$ cat src/hw/rtl/aarm_pkg.sv
// Shared constants, types and helper functions of the axis-angle rotation matrix core.
`default_nettype none
package aarm_pkg;

	localparam int ENTRY_FRAC_BITS = 14;
	localparam int TRIG_STAGES     = 16;

	localparam int DIV_W       = 32;
	localparam int DIV_STAGES  = DIV_W;
	localparam int SQRT_STAGES = 32;
	localparam int TRIG_W      = 34;
	localparam int ACC_W       = 70;
	localparam int ROUND_SH    = 60 - ENTRY_FRAC_BITS;

	localparam int AXIS_DONE  = 3 + SQRT_STAGES + 1 + DIV_STAGES + 1;
	localparam int TRIG_DONE  = 5 + TRIG_STAGES + 1;
	localparam int CS_DELAY   = AXIS_DONE - TRIG_DONE;
	localparam int PIPE_DEPTH = AXIS_DONE + 3;

	localparam logic signed [TRIG_W-1:0] INV_GAIN_Q30 = 34'sd652032874;
	localparam logic signed [TRIG_W-1:0] ONE_Q30      = 34'sd1073741824;
	localparam logic signed [ACC_W-1:0]  ROUND_HALF   = ACC_W'(1) <<< (ROUND_SH - 1);

	localparam logic signed [17:0] TURN_UNITS     = 18'sd23040;
	localparam logic signed [17:0] TWO_TURN_UNITS = 18'sd46080;
	localparam logic signed [17:0] EIGHTH_UNITS   = 18'sd2880;
	localparam logic [14:0] QUARTER_1 = 15'd5760;
	localparam logic [14:0] QUARTER_2 = 15'd11520;
	localparam logic [14:0] QUARTER_3 = 15'd17280;

	// pi in Q30 divided by 11520 is split into an integer part and a remainder.
	localparam logic [18:0] PI_DIV_INT  = 19'd292817;
	localparam logic [12:0] PI_DIV_REM  = 13'd7586;
	localparam logic [24:0] HALF_11520  = 25'd5760;
	localparam logic [18:0] RECIP_45    = 19'd372828;

	typedef struct packed {
		logic [2:0][15:0] a;
		logic [5:0][31:0] pr;
		logic [31:0]      len;
		logic             zero;
	} axis_t;

	typedef struct packed {
		logic [33:0] rem;
		logic [31:0] root;
		axis_t       ax;
	} sqrt_t;

	function automatic logic signed [TRIG_W-1:0] atan_q30(input int i);
		logic signed [TRIG_W-1:0] v;
		unique case (i)
			0: v = 34'sd843314857;
			1: v = 34'sd497837829;
			2: v = 34'sd263043837;
			3: v = 34'sd133525159;
			4: v = 34'sd67021687;
			5: v = 34'sd33543516;
			6: v = 34'sd16775851;
			7: v = 34'sd8388437;
			8: v = 34'sd4194283;
			9: v = 34'sd2097149;
			10: v = 34'sd1048576;
			11: v = 34'sd524288;
			12: v = 34'sd262144;
			default: v = (i <= 30) ? (ONE_Q30 >>> i) : '0;
		endcase
		return v;
	endfunction

	function automatic logic signed [15:0] sat_entry(input logic signed [ACC_W-1:0] v);
		logic signed [ACC_W-1:0] sh;
		logic signed [15:0] r;
		sh = v >>> ROUND_SH;
		if (sh > ACC_W'(32767)) begin
			r = 16'sh7FFF;
		end else if (sh < -ACC_W'(32768)) begin
			r = 16'sh8000;
		end else begin
			r = sh[15:0];
		end
		return r;
	endfunction

endpackage
`default_nettype wire

$ cat src/hw/rtl/aarm_div.sv
// Pipelined restoring divider, one quotient bit per stage.
`default_nettype none
module aarm_div
	import aarm_pkg::*;
(
	input  logic                 clk,
	input  logic                 en,
	input  logic [2*DIV_W-1:0]   num,
	input  logic [DIV_W-1:0]     den,
	output logic [DIV_W-1:0]     quo
);

	logic [DIV_W-1:0] rem_s [DIV_STAGES];
	logic [DIV_W-1:0] lo_s  [DIV_STAGES];
	logic [DIV_W-1:0] den_s [DIV_STAGES];
	logic [DIV_W-1:0] q_s   [DIV_STAGES];

	for (genvar i = 0; i < DIV_STAGES; i++) begin : g_stage
		logic [DIV_W-1:0] ri;
		logic [DIV_W-1:0] li;
		logic [DIV_W-1:0] di;
		logic [DIV_W-1:0] qi;
		logic [DIV_W:0]   tv;
		logic             ge;
		if (i == 0) begin : g_first
			assign ri = num[2*DIV_W-1:DIV_W];
			assign li = num[DIV_W-1:0];
			assign di = den;
			assign qi = '0;
		end else begin : g_next
			assign ri = rem_s[i-1];
			assign li = lo_s[i-1];
			assign di = den_s[i-1];
			assign qi = q_s[i-1];
		end
		assign tv = {ri, li[DIV_W-1]};
		assign ge = tv >= {1'b0, di};
		always_ff @(posedge clk) begin
			if (en) begin
				rem_s[i] <= ge ? DIV_W'(tv - {1'b0, di}) : tv[DIV_W-1:0];
				lo_s[i]  <= {li[DIV_W-2:0], 1'b0};
				den_s[i] <= di;
				q_s[i]   <= {qi[DIV_W-2:0], ge};
			end
		end
	end

	assign quo = q_s[DIV_STAGES-1];

endmodule
`default_nettype wire

$ cat config.mk
export PLATFORM = sky130hd
export DESIGN_NAME = aarm_div
export DESIGN_NICKNAME = d
export VERILOG_FILES = /design/src/hw/rtl/aarm_pkg.sv /design/src/hw/rtl/aarm_div.sv
export SDC_FILE = /design/constraint.sdc
export NUM_CORES = 2
export LEC_CHECK = 0
export BUFFER_PORTS_ARGS = -buffer_cell sky130_fd_sc_hd__buf_2
export CORE_ASPECT_RATIO = 1.5
export CORE_MARGIN = 4
export CORE_UTILIZATION = 50
export DETAILED_ROUTE_END_ITERATION = 10
export PLACE_DENSITY = 0.62
export SYNTH_ARGS = -nofsm -noshare
export SYNTH_HDL_FRONTEND = slang
export SYNTH_SLANG_ARGS = --single-unit
$ cat constraint.sdc
create_clock -name clk -period 5.3 [get_ports clk]
set_input_delay 0.795 -clock clk [delete_from_list [all_inputs] [get_ports clk]]
set_output_delay 0.795 -clock clk [all_outputs]
set_load 0.02 [all_outputs]
Yosys cells after proc, flatten, opt, wreduce, memory -nomap -nowiden
Memories as Yosys holds them, arrays and structs flattened.
Index checks and enable logic that the tools add are counted.
{"block": "totals", "inputBits": 98, "n_memories": 4, "ramBits": 4064, "regBits": 0, "word_cells": 102}
{"name": "den_s", "depth": 32, "width": 32, "read_ports": 31, "rd_ports_with_merged_regs": 0, "write_ports": 32, "line": "aarm_div.sv:15", "source": "logic [DIV_W-1:0] den_s [DIV_STAGES];"}
{"name": "q_s", "depth": 32, "width": 32, "read_ports": 32, "rd_ports_with_merged_regs": 0, "write_ports": 32, "line": "aarm_div.sv:16", "source": "logic [DIV_W-1:0] q_s [DIV_STAGES];"}
{"name": "rem_s", "depth": 32, "width": 32, "read_ports": 31, "rd_ports_with_merged_regs": 0, "write_ports": 32, "line": "aarm_div.sv:13", "source": "logic [DIV_W-1:0] rem_s [DIV_STAGES];"}
{"name": "lo_s", "depth": 32, "width": 31, "read_ports": 31, "rd_ports_with_merged_regs": 0, "write_ports": 32, "line": "aarm_div.sv:14", "source": "logic [DIV_W-1:0] lo_s [DIV_STAGES];"}
{"block": "classes", "n_lt_le_gt_ge": 32, "n_addsub": 32, "n_mux": 34}
{"operator": ">= comparator 33 x 32 -> 1 bit", "count": 32}
{"operator": "two-way mux 32 bit", "count": 32}
{"operator": "subtractor 32 bit", "count": 32}
{"operator": "two-way mux 1 bit", "count": 2}

Depth between registers and ports, before layout
An unclocked memory read counts as a cell.
{"block": "depth", "ltp_word": 3, "mapped_depth": 15}

Worst setup path after synthesis
No wires, ideal clock.
{"block": "synth_path", "kind": "register to register", "startpoint": "memory den_s[4][1] (netlist: den_s[0][129])", "endpoint": "memory rem_s[5][4] (netlist: rem_s[0][164]), data pin", "arrival_ps": 3272, "slack_ps": 1769, "setup_ps": 260, "path_stages_with_launch": 14, "required_time_ps": 5040, "cell_sequence": "edfxtp_1 -> inv_1 -> ha_1 -> nor2b_1 -> o31a_1 -> o41a_1 -> o31ai_4 -> o41ai_2 -> a31o_1 -> a21oi_2 -> a31oi_1 -> a41oi_2 -> buf_4 -> mux2_2"}
{"element": "start: declaration", "line": "aarm_div.sv:15"}
{"element": "end: declaration", "line": "aarm_div.sv:13"}

==> out/metrics.cfg <==
[run_status]
outcome = finished clean

[layout]
area_growth_pct = 10.5
fin_nets = 14600
drive_gt1_share_pct = 8.38
final_cells = 17900

[floorplanning]
io_pins = 130
start_util_pct = 50.2
coreArea_um2 = 311000
die_y_um = 693
fp.dieArea_um2 = 322000
rows = 251
fp.dieW_um = 464

[synthesis]
synth-seq-cells = 3008
synth-async-reset-ratio_pct = 0
synth-edff-count = 3008
synth_top_cell_area_share_pct = 57.8
ys_seq_area_share_pct = 57.8
synth_cell_type_count = 95
synthCells = 13200
syn_area_per_cell_um2 = 11.9
synth_area_leaders = edfxtp_1, ha_1, a21oi_1, inv_1, o21ai_0
netlist_top_cells_count = edfxtp_1, inv_1, a21oi_1, ha_1, nand2_1
synthesis.area_um2 = 156000
ys.flop_type = edfxtp_1
yosysMostFrequentCell = edfxtp_1
synth_top_area_cell = edfxtp_1
syn-num-nets = 14300
yosysWarnings = 0

[drt]
drt_iter0_drc = 6525
avgRoutedWirePerCell_um = 23.0
vias = 102000
first_pass_iters = 6
wl_um = 411000
ant_nets = 0
via_per_inst = 5.70
drc = 0

[global_routing]
track_usage_pct = 25.0
grt_first_pass_wirelength_um = 618000
grt_max_degree = 164
grt_pass1_vias = 103000
grt-ovfl-total = 0
antenna_found_initial = 11

[clock_network]
cts_tree = done
cts_resized = 0
numCtsBuffers = 305
clkLatencyLatePin_ns = 0.94
clock-sinks = 3008
clockBufferDepth = 4
root_buffer = clkbuf_16
clk_pin_slew_ns = 0.06
cts_hold_buffers = 25
cts_setup_buffers = 0
h-tree-depth = 5

[place]
dp_cells = 17300
io_buffers = 129
place.gp.congestion = 0.926
hpwlAfterDp_um = 317000

[critical_path]
endpoint_kind = flop
cp_num_buf_inv = 3
startpoint_type = flop
critPathArrivalTime_ns = 5.19
crit_family = compound AO/OA/AOI/OAI gates
crit_chain = inv_1 -> ha_1 -> nor2b_1 -> o31a_1 -> o41ai_1 -> buf_4 -> o2111ai_1 -> nand4_1 -> a41oi_1 -> a21o_1 -> a31oi_4 -> buf_4 -> o21ai_0
worstPathRequired_ns = 5.90
worstRegToRegCells = 13
crit_type = reg2reg
r2r_setup_slack_ns = 0.71
r2r-end = rem_s[0][287]
worstReg2RegStart = den_s[0][225]
cp_slowest_cell = a31oi_4
cp_max_fo = 25
slowest_delay_ns = 0.64
crit_top_cell = buf_4

[power]
peakVddDrop_v = 0.000373
p_leak_nw = 69.1
power-per-cell-area_nw_per_um2 = 626

[timing]
fin_setup_tns_ns = 0
fin_crit_sh_pct = 86.6
maxSlewHeadroom_pct = 11.6
finalHoldViolations = 0
fmax_mhz = 218
tightest_slew_ns = 1.32
rsz0062_at_grt = no
setup_viol = 0
fin_crit_ns = 4.59
fin_skew_ns = 0.0610
drv_slew = 0

[min_path]
holdPathStages = 1
hp-start = den[15]
hp-class = in2reg
whs_endpoint = den_s[0][15]

[job]
cap_viol_max_count = 0

## cell type report
| cell class | instances | area, um2 |
|---|---|---|
| Multi-Input combinational cell | 8580 | 60100 |
| Tap cell | 4174 | 5220 |
| Inverter | 1274 | 4780 |
| Antenna cell | 7 | 17.5 |
| Timing Repair Buffer | 275 | 2190 |
| Clock buffer | 360 | 7990 |
| Clock inverter | 189 | 2060 |
| Sequential cell | 3008 | 90300 |
| Fill cell | 26100 | 139000 |
## flip-flops by register name (all words and copies together) (netlist names)
signal	flops
rem_s	992
den_s	992
lo_s	496
q_s	528
## worst max-delay path by stage
stage | slack (ns) | startpoint | to | cells after the start
2_1_floorplan | 1.77 | den_s[0][129] | rem_s[0][164] | 13
3_3_place_gp | 0.74 | den_s[0][225] | rem_s[0][279] | 13
3_5_place_dp | 0.73 | den_s[0][225] | rem_s[0][287] | 13
4_1_cts | 0.72 | den_s[0][225] | rem_s[0][287] | 13
5_1_grt | 0.52 | den_s[0][97] | rem_s[0][143] | 12
6_report | 0.71 | den_s[0][225] | rem_s[0][287] | 13
## through the flow
stage / instance area [um2] / hold WS [ns] / setup WS (ns) / util, % / total power [mW]
6_report: 173000 / 0.0744 / 0.712 / 55.5 / 108
5_1_grt: 173000 / 0.00679 / 0.521 / 55.5 / 115
4_1_cts: 173000 / 0.000247 / 0.722 / 55.5 / 109
3_5_place_dp: 162000 / 0.405 / 0.727 / 52.2 / 86.4
3_3_place_gp: 162000 / 0.400 / 0.737 / 52.2 / 86.0
2_1_floorplan: 156000 / 0.400 / 1.77 / - / 71.6
## cell usage in the layout, fill, tap and decap left out, types with 173 or more instances in the layout
| cell | instances |
|---|---|
| nor2b_1 | 176 |
| ha_1 | 1024 |
| xor2_1 | 374 |
| a21oi_1 | 1038 |
| nand4_1 | 173 |
| a21o_1 | 528 |
| xnor2_1 | 430 |
| nand2_1 | 967 |
| o21ai_0 | 890 |
| mux2_2 | 330 |
| clkbuf_16 | 312 |
| edfxtp_1 | 3008 |
| nor2_1 | 697 |
| nand3_1 | 209 |
| inv_1 | 1274 |
## power breakdown
part	total, mW	switching [mW]	internal (mW)
Sequential	38.8	4.36	34.4
Combinational	47.4	27.5	19.9
Clock	21.9	9.35	12.6
Total	108	41.2	66.9
## cells by family (layout without fill, tap and decap cells)
logic type | count (synthesis) | after routing | share of synthesized area, %
other cells | 0 | 7 | 0
fa+ha+maj | 1055 | 1055 | 8.60
compound gates | 3491 | 3491 | 14.0
buf+inv | 1586 | 2098 | 3.86
flops | 3008 | 3008 | 57.8
simple gates | 2867 | 2867 | 8.63
mux | 363 | 363 | 2.60
xor+xnor | 804 | 804 | 4.51
## routing by layer
metal  routed length, um  GRT usage (%)  part of all wire (%)  vias to the layer above
met4               27700           14.4                   6.7                        4
li1                    -              -                     -                    49100
met2              225000           48.3                    55                     2313
met3               13200           2.77                   3.2                      951
met1              146000           25.9                    35                    49400
met5                  27              0                0.0066                        -
No activity file was read; power rests on OpenSTA's default activity.
