<file path="config.mk">
export PLATFORM = sky130hd
export DESIGN_NAME = aarm_cordic
export DESIGN_NICKNAME = d
export VERILOG_FILES = /design/src/hw/rtl/aarm_pkg.sv /design/src/hw/rtl/aarm_cordic.sv
export SDC_FILE = /design/constraint.sdc
export NUM_CORES = 2
export LEC_CHECK = 0
export BUFFER_PORTS_ARGS = -buffer_cell sky130_fd_sc_hd__buf_2
export CORE_ASPECT_RATIO = 1.2
export CORE_MARGIN = 4
export CORE_UTILIZATION = 40
export DETAILED_ROUTE_END_ITERATION = 7
export GPL_ROUTABILITY_DRIVEN = 0
export PLACE_DENSITY_LB_ADDON = 0.15
export SLEW_MARGIN = 20
export SYNTH_ARGS = -nofsm -noshare
export SYNTH_HDL_FRONTEND = slang
export SYNTH_SLANG_ARGS = --single-unit
</file>
<file path="constraint.sdc">
create_clock -name clk -period 8.7 [get_ports clk]
set_clock_uncertainty 0.2 [all_clocks]
set_input_delay 2.61 -clock clk [delete_from_list [all_inputs] [get_ports clk]]
set_output_delay 2.61 -clock clk [all_outputs]
set_load 0.02 [all_outputs]
</file>
<file path="src/hw/rtl/aarm_pkg.sv">
// Shared constants, types and helper functions of the axis-angle rotation matrix core.
`default_nettype none
package aarm_pkg;

	localparam int ENTRY_FRAC_BITS = 14;
	localparam int TRIG_STAGES     = 16;

	localparam int DIV_W       = 32;
	localparam int DIV_STAGES  = DIV_W;
	localparam int SQRT_STAGES = 32;
	localparam int TRIG_W      = 34;
	localparam int ACC_W       = 70;
	localparam int ROUND_SH    = 60 - ENTRY_FRAC_BITS;

	localparam int AXIS_DONE  = 3 + SQRT_STAGES + 1 + DIV_STAGES + 1;
	localparam int TRIG_DONE  = 5 + TRIG_STAGES + 1;
	localparam int CS_DELAY   = AXIS_DONE - TRIG_DONE;
	localparam int PIPE_DEPTH = AXIS_DONE + 3;

	localparam logic signed [TRIG_W-1:0] INV_GAIN_Q30 = 34'sd652032874;
	localparam logic signed [TRIG_W-1:0] ONE_Q30      = 34'sd1073741824;
	localparam logic signed [ACC_W-1:0]  ROUND_HALF   = ACC_W'(1) <<< (ROUND_SH - 1);

	localparam logic signed [17:0] TURN_UNITS     = 18'sd23040;
	localparam logic signed [17:0] TWO_TURN_UNITS = 18'sd46080;
	localparam logic signed [17:0] EIGHTH_UNITS   = 18'sd2880;
	localparam logic [14:0] QUARTER_1 = 15'd5760;
	localparam logic [14:0] QUARTER_2 = 15'd11520;
	localparam logic [14:0] QUARTER_3 = 15'd17280;

	// pi in Q30 divided by 11520 is split into an integer part and a remainder.
	localparam logic [18:0] PI_DIV_INT  = 19'd292817;
	localparam logic [12:0] PI_DIV_REM  = 13'd7586;
	localparam logic [24:0] HALF_11520  = 25'd5760;
	localparam logic [18:0] RECIP_45    = 19'd372828;

	typedef struct packed {
		logic [2:0][15:0] a;
		logic [5:0][31:0] pr;
		logic [31:0]      len;
		logic             zero;
	} axis_t;

	typedef struct packed {
		logic [33:0] rem;
		logic [31:0] root;
		axis_t       ax;
	} sqrt_t;

	function automatic logic signed [TRIG_W-1:0] atan_q30(input int i);
		logic signed [TRIG_W-1:0] v;
		unique case (i)
			0: v = 34'sd843314857;
			1: v = 34'sd497837829;
			2: v = 34'sd263043837;
			3: v = 34'sd133525159;
			4: v = 34'sd67021687;
			5: v = 34'sd33543516;
			6: v = 34'sd16775851;
			7: v = 34'sd8388437;
			8: v = 34'sd4194283;
			9: v = 34'sd2097149;
			10: v = 34'sd1048576;
			11: v = 34'sd524288;
			12: v = 34'sd262144;
			default: v = (i <= 30) ? (ONE_Q30 >>> i) : '0;
		endcase
		return v;
	endfunction

	function automatic logic signed [15:0] sat_entry(input logic signed [ACC_W-1:0] v);
		logic signed [ACC_W-1:0] sh;
		logic signed [15:0] r;
		sh = v >>> ROUND_SH;
		if (sh > ACC_W'(32767)) begin
			r = 16'sh7FFF;
		end else if (sh < -ACC_W'(32768)) begin
			r = 16'sh8000;
		end else begin
			r = sh[15:0];
		end
		return r;
	endfunction

endpackage
`default_nettype wire

</file>
<file path="src/hw/rtl/aarm_cordic.sv">
// Pipelined rotation-mode CORDIC giving cosine and sine in Q30 with quadrant fold.
`default_nettype none
module aarm_cordic
	import aarm_pkg::*;
(
	input  logic                     clk,
	input  logic                     en,
	input  logic signed [TRIG_W-1:0] angle,
	input  logic [1:0]               quad,
	output logic signed [TRIG_W-1:0] cosv,
	output logic signed [TRIG_W-1:0] sinv
);

	logic signed [TRIG_W-1:0] x_s [TRIG_STAGES];
	logic signed [TRIG_W-1:0] y_s [TRIG_STAGES];
	logic signed [TRIG_W-1:0] z_s [TRIG_STAGES];
	logic [1:0]               k_s [TRIG_STAGES];
	logic signed [TRIG_W-1:0] cos_q;
	logic signed [TRIG_W-1:0] sin_q;

	for (genvar i = 0; i < TRIG_STAGES; i++) begin : g_stage
		logic signed [TRIG_W-1:0] xi;
		logic signed [TRIG_W-1:0] yi;
		logic signed [TRIG_W-1:0] zi;
		logic [1:0]               ki;
		if (i == 0) begin : g_first
			assign xi = INV_GAIN_Q30;
			assign yi = '0;
			assign zi = angle;
			assign ki = quad;
		end else begin : g_next
			assign xi = x_s[i-1];
			assign yi = y_s[i-1];
			assign zi = z_s[i-1];
			assign ki = k_s[i-1];
		end
		always_ff @(posedge clk) begin
			if (en) begin
				if (zi >= 0) begin
					x_s[i] <= xi - (yi >>> i);
					y_s[i] <= yi + (xi >>> i);
					z_s[i] <= zi - atan_q30(i);
				end else begin
					x_s[i] <= xi + (yi >>> i);
					y_s[i] <= yi - (xi >>> i);
					z_s[i] <= zi + atan_q30(i);
				end
				k_s[i] <= ki;
			end
		end
	end

	always_ff @(posedge clk) begin
		if (en) begin
			unique case (k_s[TRIG_STAGES-1])
				2'd0: begin
					cos_q <= x_s[TRIG_STAGES-1];
					sin_q <= y_s[TRIG_STAGES-1];
				end
				2'd1: begin
					cos_q <= -y_s[TRIG_STAGES-1];
					sin_q <= x_s[TRIG_STAGES-1];
				end
				2'd2: begin
					cos_q <= -x_s[TRIG_STAGES-1];
					sin_q <= -y_s[TRIG_STAGES-1];
				end
				default: begin
					cos_q <= y_s[TRIG_STAGES-1];
					sin_q <= -x_s[TRIG_STAGES-1];
				end
			endcase
		end
	end

	assign cosv = cos_q;
	assign sinv = sin_q;

endmodule
`default_nettype wire

</file>
# Word level (Yosys, flattened, before mapping)
# Memory sizes are Yosys's and may differ from the RTL's.
# Cells that the tools add are included.
[totals]
regBits = 68
latchBits = 0
mem_bits_rw = 1664
romBits = 0
input_bits = 38
out_inout_bits = 68
word_cells = 315
mem_count = 4
[classes]
addsub = 94
mul = 0
div_mod_pow = 0
order_cmp = 16
eq_ne = 2
n_shift = 0
muxes = 148
n_bitwise = 48
reduce_logical = 1
[mem_list]
columns = ["name", "words", "word_bits", "read_ports", "rd_ports_with_merged_regs", "write_ports", "line", "source"]
rows = [
  ["x_s", 16, 34, 16, 0, 16, "aarm_cordic.sv:14", "logic signed [TRIG_W-1:0] x_s [TRIG_STAGES];"],
  ["y_s", 16, 34, 16, 0, 16, "aarm_cordic.sv:15", "logic signed [TRIG_W-1:0] y_s [TRIG_STAGES];"],
  ["z_s", 16, 34, 15, 0, 16, "aarm_cordic.sv:16", "logic signed [TRIG_W-1:0] z_s [TRIG_STAGES];"],
  ["k_s", 16, 2, 16, 0, 16, "aarm_cordic.sv:17", "logic [1:0] k_s [TRIG_STAGES];"],
]
[op_table]
columns = ["cell", "count"]
rows = [
  ["2-to-1 mux 34 bit", 48],
  ["greater-or-equal comparator 34 x 1 -> 1 bit (second input constant)", 16],
  ["case mux 34 bit (3 select lines)", 2],
  ["2-to-1 mux 1 bit", 98],
  ["adder 34 x 19 -> 34 bit", 2],
  ["adder 34 x 20 -> 34 bit", 2],
  ["adder 34 x 21 -> 34 bit", 2],
  ["adder 34 x 22 -> 34 bit", 2],
  ["adder 34 x 22 -> 34 bit (second input constant)", 2],
  ["adder 34 x 23 -> 34 bit", 2],
  ["adder 34 x 24 -> 34 bit", 2],
  ["adder 34 x 25 -> 34 bit", 2],
  ["adder 34 x 26 -> 34 bit", 2],
  ["adder 34 x 27 -> 34 bit", 2],
  ["adder 34 x 28 -> 34 bit", 2],
  ["adder 34 x 29 -> 34 bit", 2],
  ["adder 34 x 30 -> 34 bit", 2],
  ["adder 34 x 31 -> 34 bit", 2],
  ["adder 34 x 32 -> 34 bit", 2],
  ["adder 34 x 33 -> 34 bit", 2],
  ["negator 34 bit", 2],
  ["subtractor 34 x 19 -> 34 bit", 2],
  ["subtractor 34 x 20 -> 34 bit", 2],
  ["subtractor 34 x 21 -> 34 bit", 2],
  ["45 further kinds", 105],
]

# Depth between registers and ports, before layout
# An unclocked memory read counts as a cell.
[logic_depth]
word_depth = 6
depth_mapped = 24
depth_no_buf = 22

# Worst setup path after synthesis
# OpenSTA, ideal clock, no wires.
[synth_path]
kind = "in2reg"
startpoint = "input en"
endpoint = "memory x_s[2][31] (netlist: x_s[0][99]), data pin"
setup_ns = 0.276
t_arrival_ns = 7.854
required_ns = 8.224
setup_slack_ns = 0.370
path_stages = 23
path_buffers = 7
cell_sequence = "clkbuf_1 -> nand2_1 -> inv_1 -> clkbuf_1 -> clkbuf_1 -> clkbuf_1 -> clkbuf_1 -> buf_1 -> clkbuf_1 -> nor2_1 -> xor2_1 -> ha_1 -> a21o_1 -> a211oi_1 -> o2111a_1 -> a31oi_1 -> o2111ai_1 -> a21boi_0 -> o21a_1 -> o41ai_1 -> inv_1 -> o311ai_0 -> xor2_1"
[synth_rtl]
columns = ["element", "line", "source"]
rows = [
  ["start: declaration", "aarm_cordic.sv:7", "input logic en,"],
  ["end: declaration", "aarm_cordic.sv:14", ""],
]

==> reports/metrics.cfg <==
[global_routing]
grt.overflow.total=0
grt_pass1_vias=97700
antenna_found_initial=4
grt_max_degree=146
grt_pass1_wl_mm=551
track_usage=0.208

[layout]
fillers=30900
nNetsFinal=15000
area_growth_pct=8.73
final_cell_mix=edfxtp_1, xnor2_1, a21oi_1
drive_above_1_share=0.0500
seqCellArea_sq_mm=0.0448
post-route-util=0.437
mostFrequentLayoutCell=edfxtp_1
multi_input_area_sq_mm=0.0787

[logic_synthesis]
yosysWarnings=0
synth_ff_type=edfxtp_1
synth-seq-area-share=0.352
synth_area_leaders=edfxtp_1, ha_1, xnor2_1
synth_seq_cells=1492
async_flop_share=0
syn-cell-area_sq_mm=0.127
avgSynthCellArea_sq_um=9.25
synth_nets=15000
synth_top_area_cell=edfxtp_1
netlist_instances=13800
synth_cell_types=90
synth_edf_count=1492
synth_top_area_frac=0.352

[route]
drt-vias-per-instance=5.58
drt-total-wl_mm=353
vias=101000
drc=0
ant_nets=0
first_iter_violations=6558
drt_first_pass_iters=6
wl_per_cell_microns=19.5

[clock_tree]
numCtsBuffers=183
cts_setup_buffers=0
tritoncts=yes
clkSinkCount=1492
cts_root_buf=clkbuf_16
clk_latency_ps=890
ctsResizeCount=0
cts_hold_buf=0
htreeDepth=4
clkTransAtPathRegs_ps=60
clockBufferDepth=4

[min_path]
hold-path-cell-count=0
min-delay-start=k_s[1][1]
hold_path_end=k_s[1][3]
hold_class=register to register

[sta]
period_minus_slack_ps=6840
hold_viol=0
max_freq_mhz=146
period_share=0.787
hold_slack_ps=197
finalMaxSlewViolations=0
tightest_slew_ps=1210
layout_setup_ws_ps=1860
relSlewSlack=0.187
final-setup-viol-count=0
setup-tns-final_ps=0
grt_setup_unrepaired=no

[place]
hpwl_mm=279
port_buffers=105
post-place-ws_ps=908

[worst_setup_path]
critical_path_class=input port to register
r2r_end=x_s[0][268]
worstRegToRegCells=18
crit_path_end_kind=register
crit_arrival_ps=7280
r2r_slack_ps=2770
r2r_start=y_s[0][219]
start_kind=input port
worstPathRequired_ps=9130
cp_max_fo=57

[die]
fp-row-count=226
dieArea_sq_mm=0.327
ios=106
core_area_sq_mm=0.316
fp.dieH_microns=626
dieWidth_microns=523
start_util=0.402

[run]
max_cap_violations=0

[status]
status=complete, no violations

-- stage by stage --
step | cell area [sq um] | instances
after floorplan | 127000 | 13800
after global placement | 132000 | 17800
after detailed placement | 132000 | 17800
after CTS | 138000 | 18100
after global routing | 138000 | 18100
final | 138000 | 18100
-- critical path, cell delays in order --
cell,delay [ps]
buf_12,230
and2_2,220
buf_4,520
nor2_1,110
xnor2_1,160
ha_1,350
nor2b_1,170
o2111ai_1,260
nand3_1,170
a41o_1,330
a2111oi_0,640
buf_4,240
o31a_1,170
o21a_1,190
a21oi_1,150
a311o_1,380
a21oi_1,180
xnor2_1,80
-- flip-flops by register name (all words and copies together), names as in the netlist --
register	flops
cosv	34
x_s	484
y_s	511
z_s	397
k_s	32
sinv	34
-- worst max-delay path by stage --
stage,from,end,slack [ps],cells after the start
4_1_cts,en,x_s[0][168],1890,18
3_3_place_gp,en,x_s[0][168],940,18
2_1_floorplan,en,x_s[0][99],370,23
6_report,en,y_s[1][200],1860,18
5_1_grt,en,y_s[0][168],1470,18
3_5_place_dp,en,x_s[0][168],910,18
-- synthesized netlist by cell type, drive strengths merged (50+ instances only) --
cell type  count
or4           50
o22ai         55
and2          78
clkbuf       362
o21ai        829
o21a         212
o211ai        62
nor2        1137
ha          1185
nand4         91
nor3         329
a31oi        136
nand3        244
o31ai        194
o41ai         59
mux2i         57
a211oi       108
nand2b       210
xor2         596
nor4          91
a21oi       1305
xnor2       1372
edfxtp      1492
inv          566
nand2        939
o21bai       148
nor2b        184
a21o         491
or2           50
buf           89
or3          142
and3         132
-- cell families after synthesis --
kind of cell,after synthesis,synth area share
muxes,104,0.00882
and+or+nand+nor,3830,0.145
adders and majority gates,1239,0.124
xor gates and xnor gates,1968,0.135
buffers and inverters,1019,0.0301
AOI/OAI and AO/OA,4110,0.205
DFF,1492,0.352
-- final cells by class --
class | count | area share
Clock inverter | 125 | 0.00939
Inverter | 568 | 0.0154
Multi-Input combinational cell | 11300 | 0.569
Sequential cell | 1492 | 0.324
Clock buffer | 210 | 0.0340
Tap cell | 4218 | 0.0381
Antenna cell | 3 | 0.0000543
Timing Repair Buffer | 222 | 0.0106
-- per-layer routing --
layer / GRT usage / share of wire / routed length (microns) / vias to the layer above
li1: - / - / - / 50800
met1: 0.252 / 0.42 / 148000 / 47900
met2: 0.384 / 0.51 / 180000 / 1635
met3: 0.0198 / 0.032 / 11300 / 535
met4: 0.0705 / 0.037 / 13000 / 0
met5: 0 / 0 / 0 / -
Power is not shown: default switching activity piles up to over one toggle a cycle in this logic, so the estimate is an artifact.
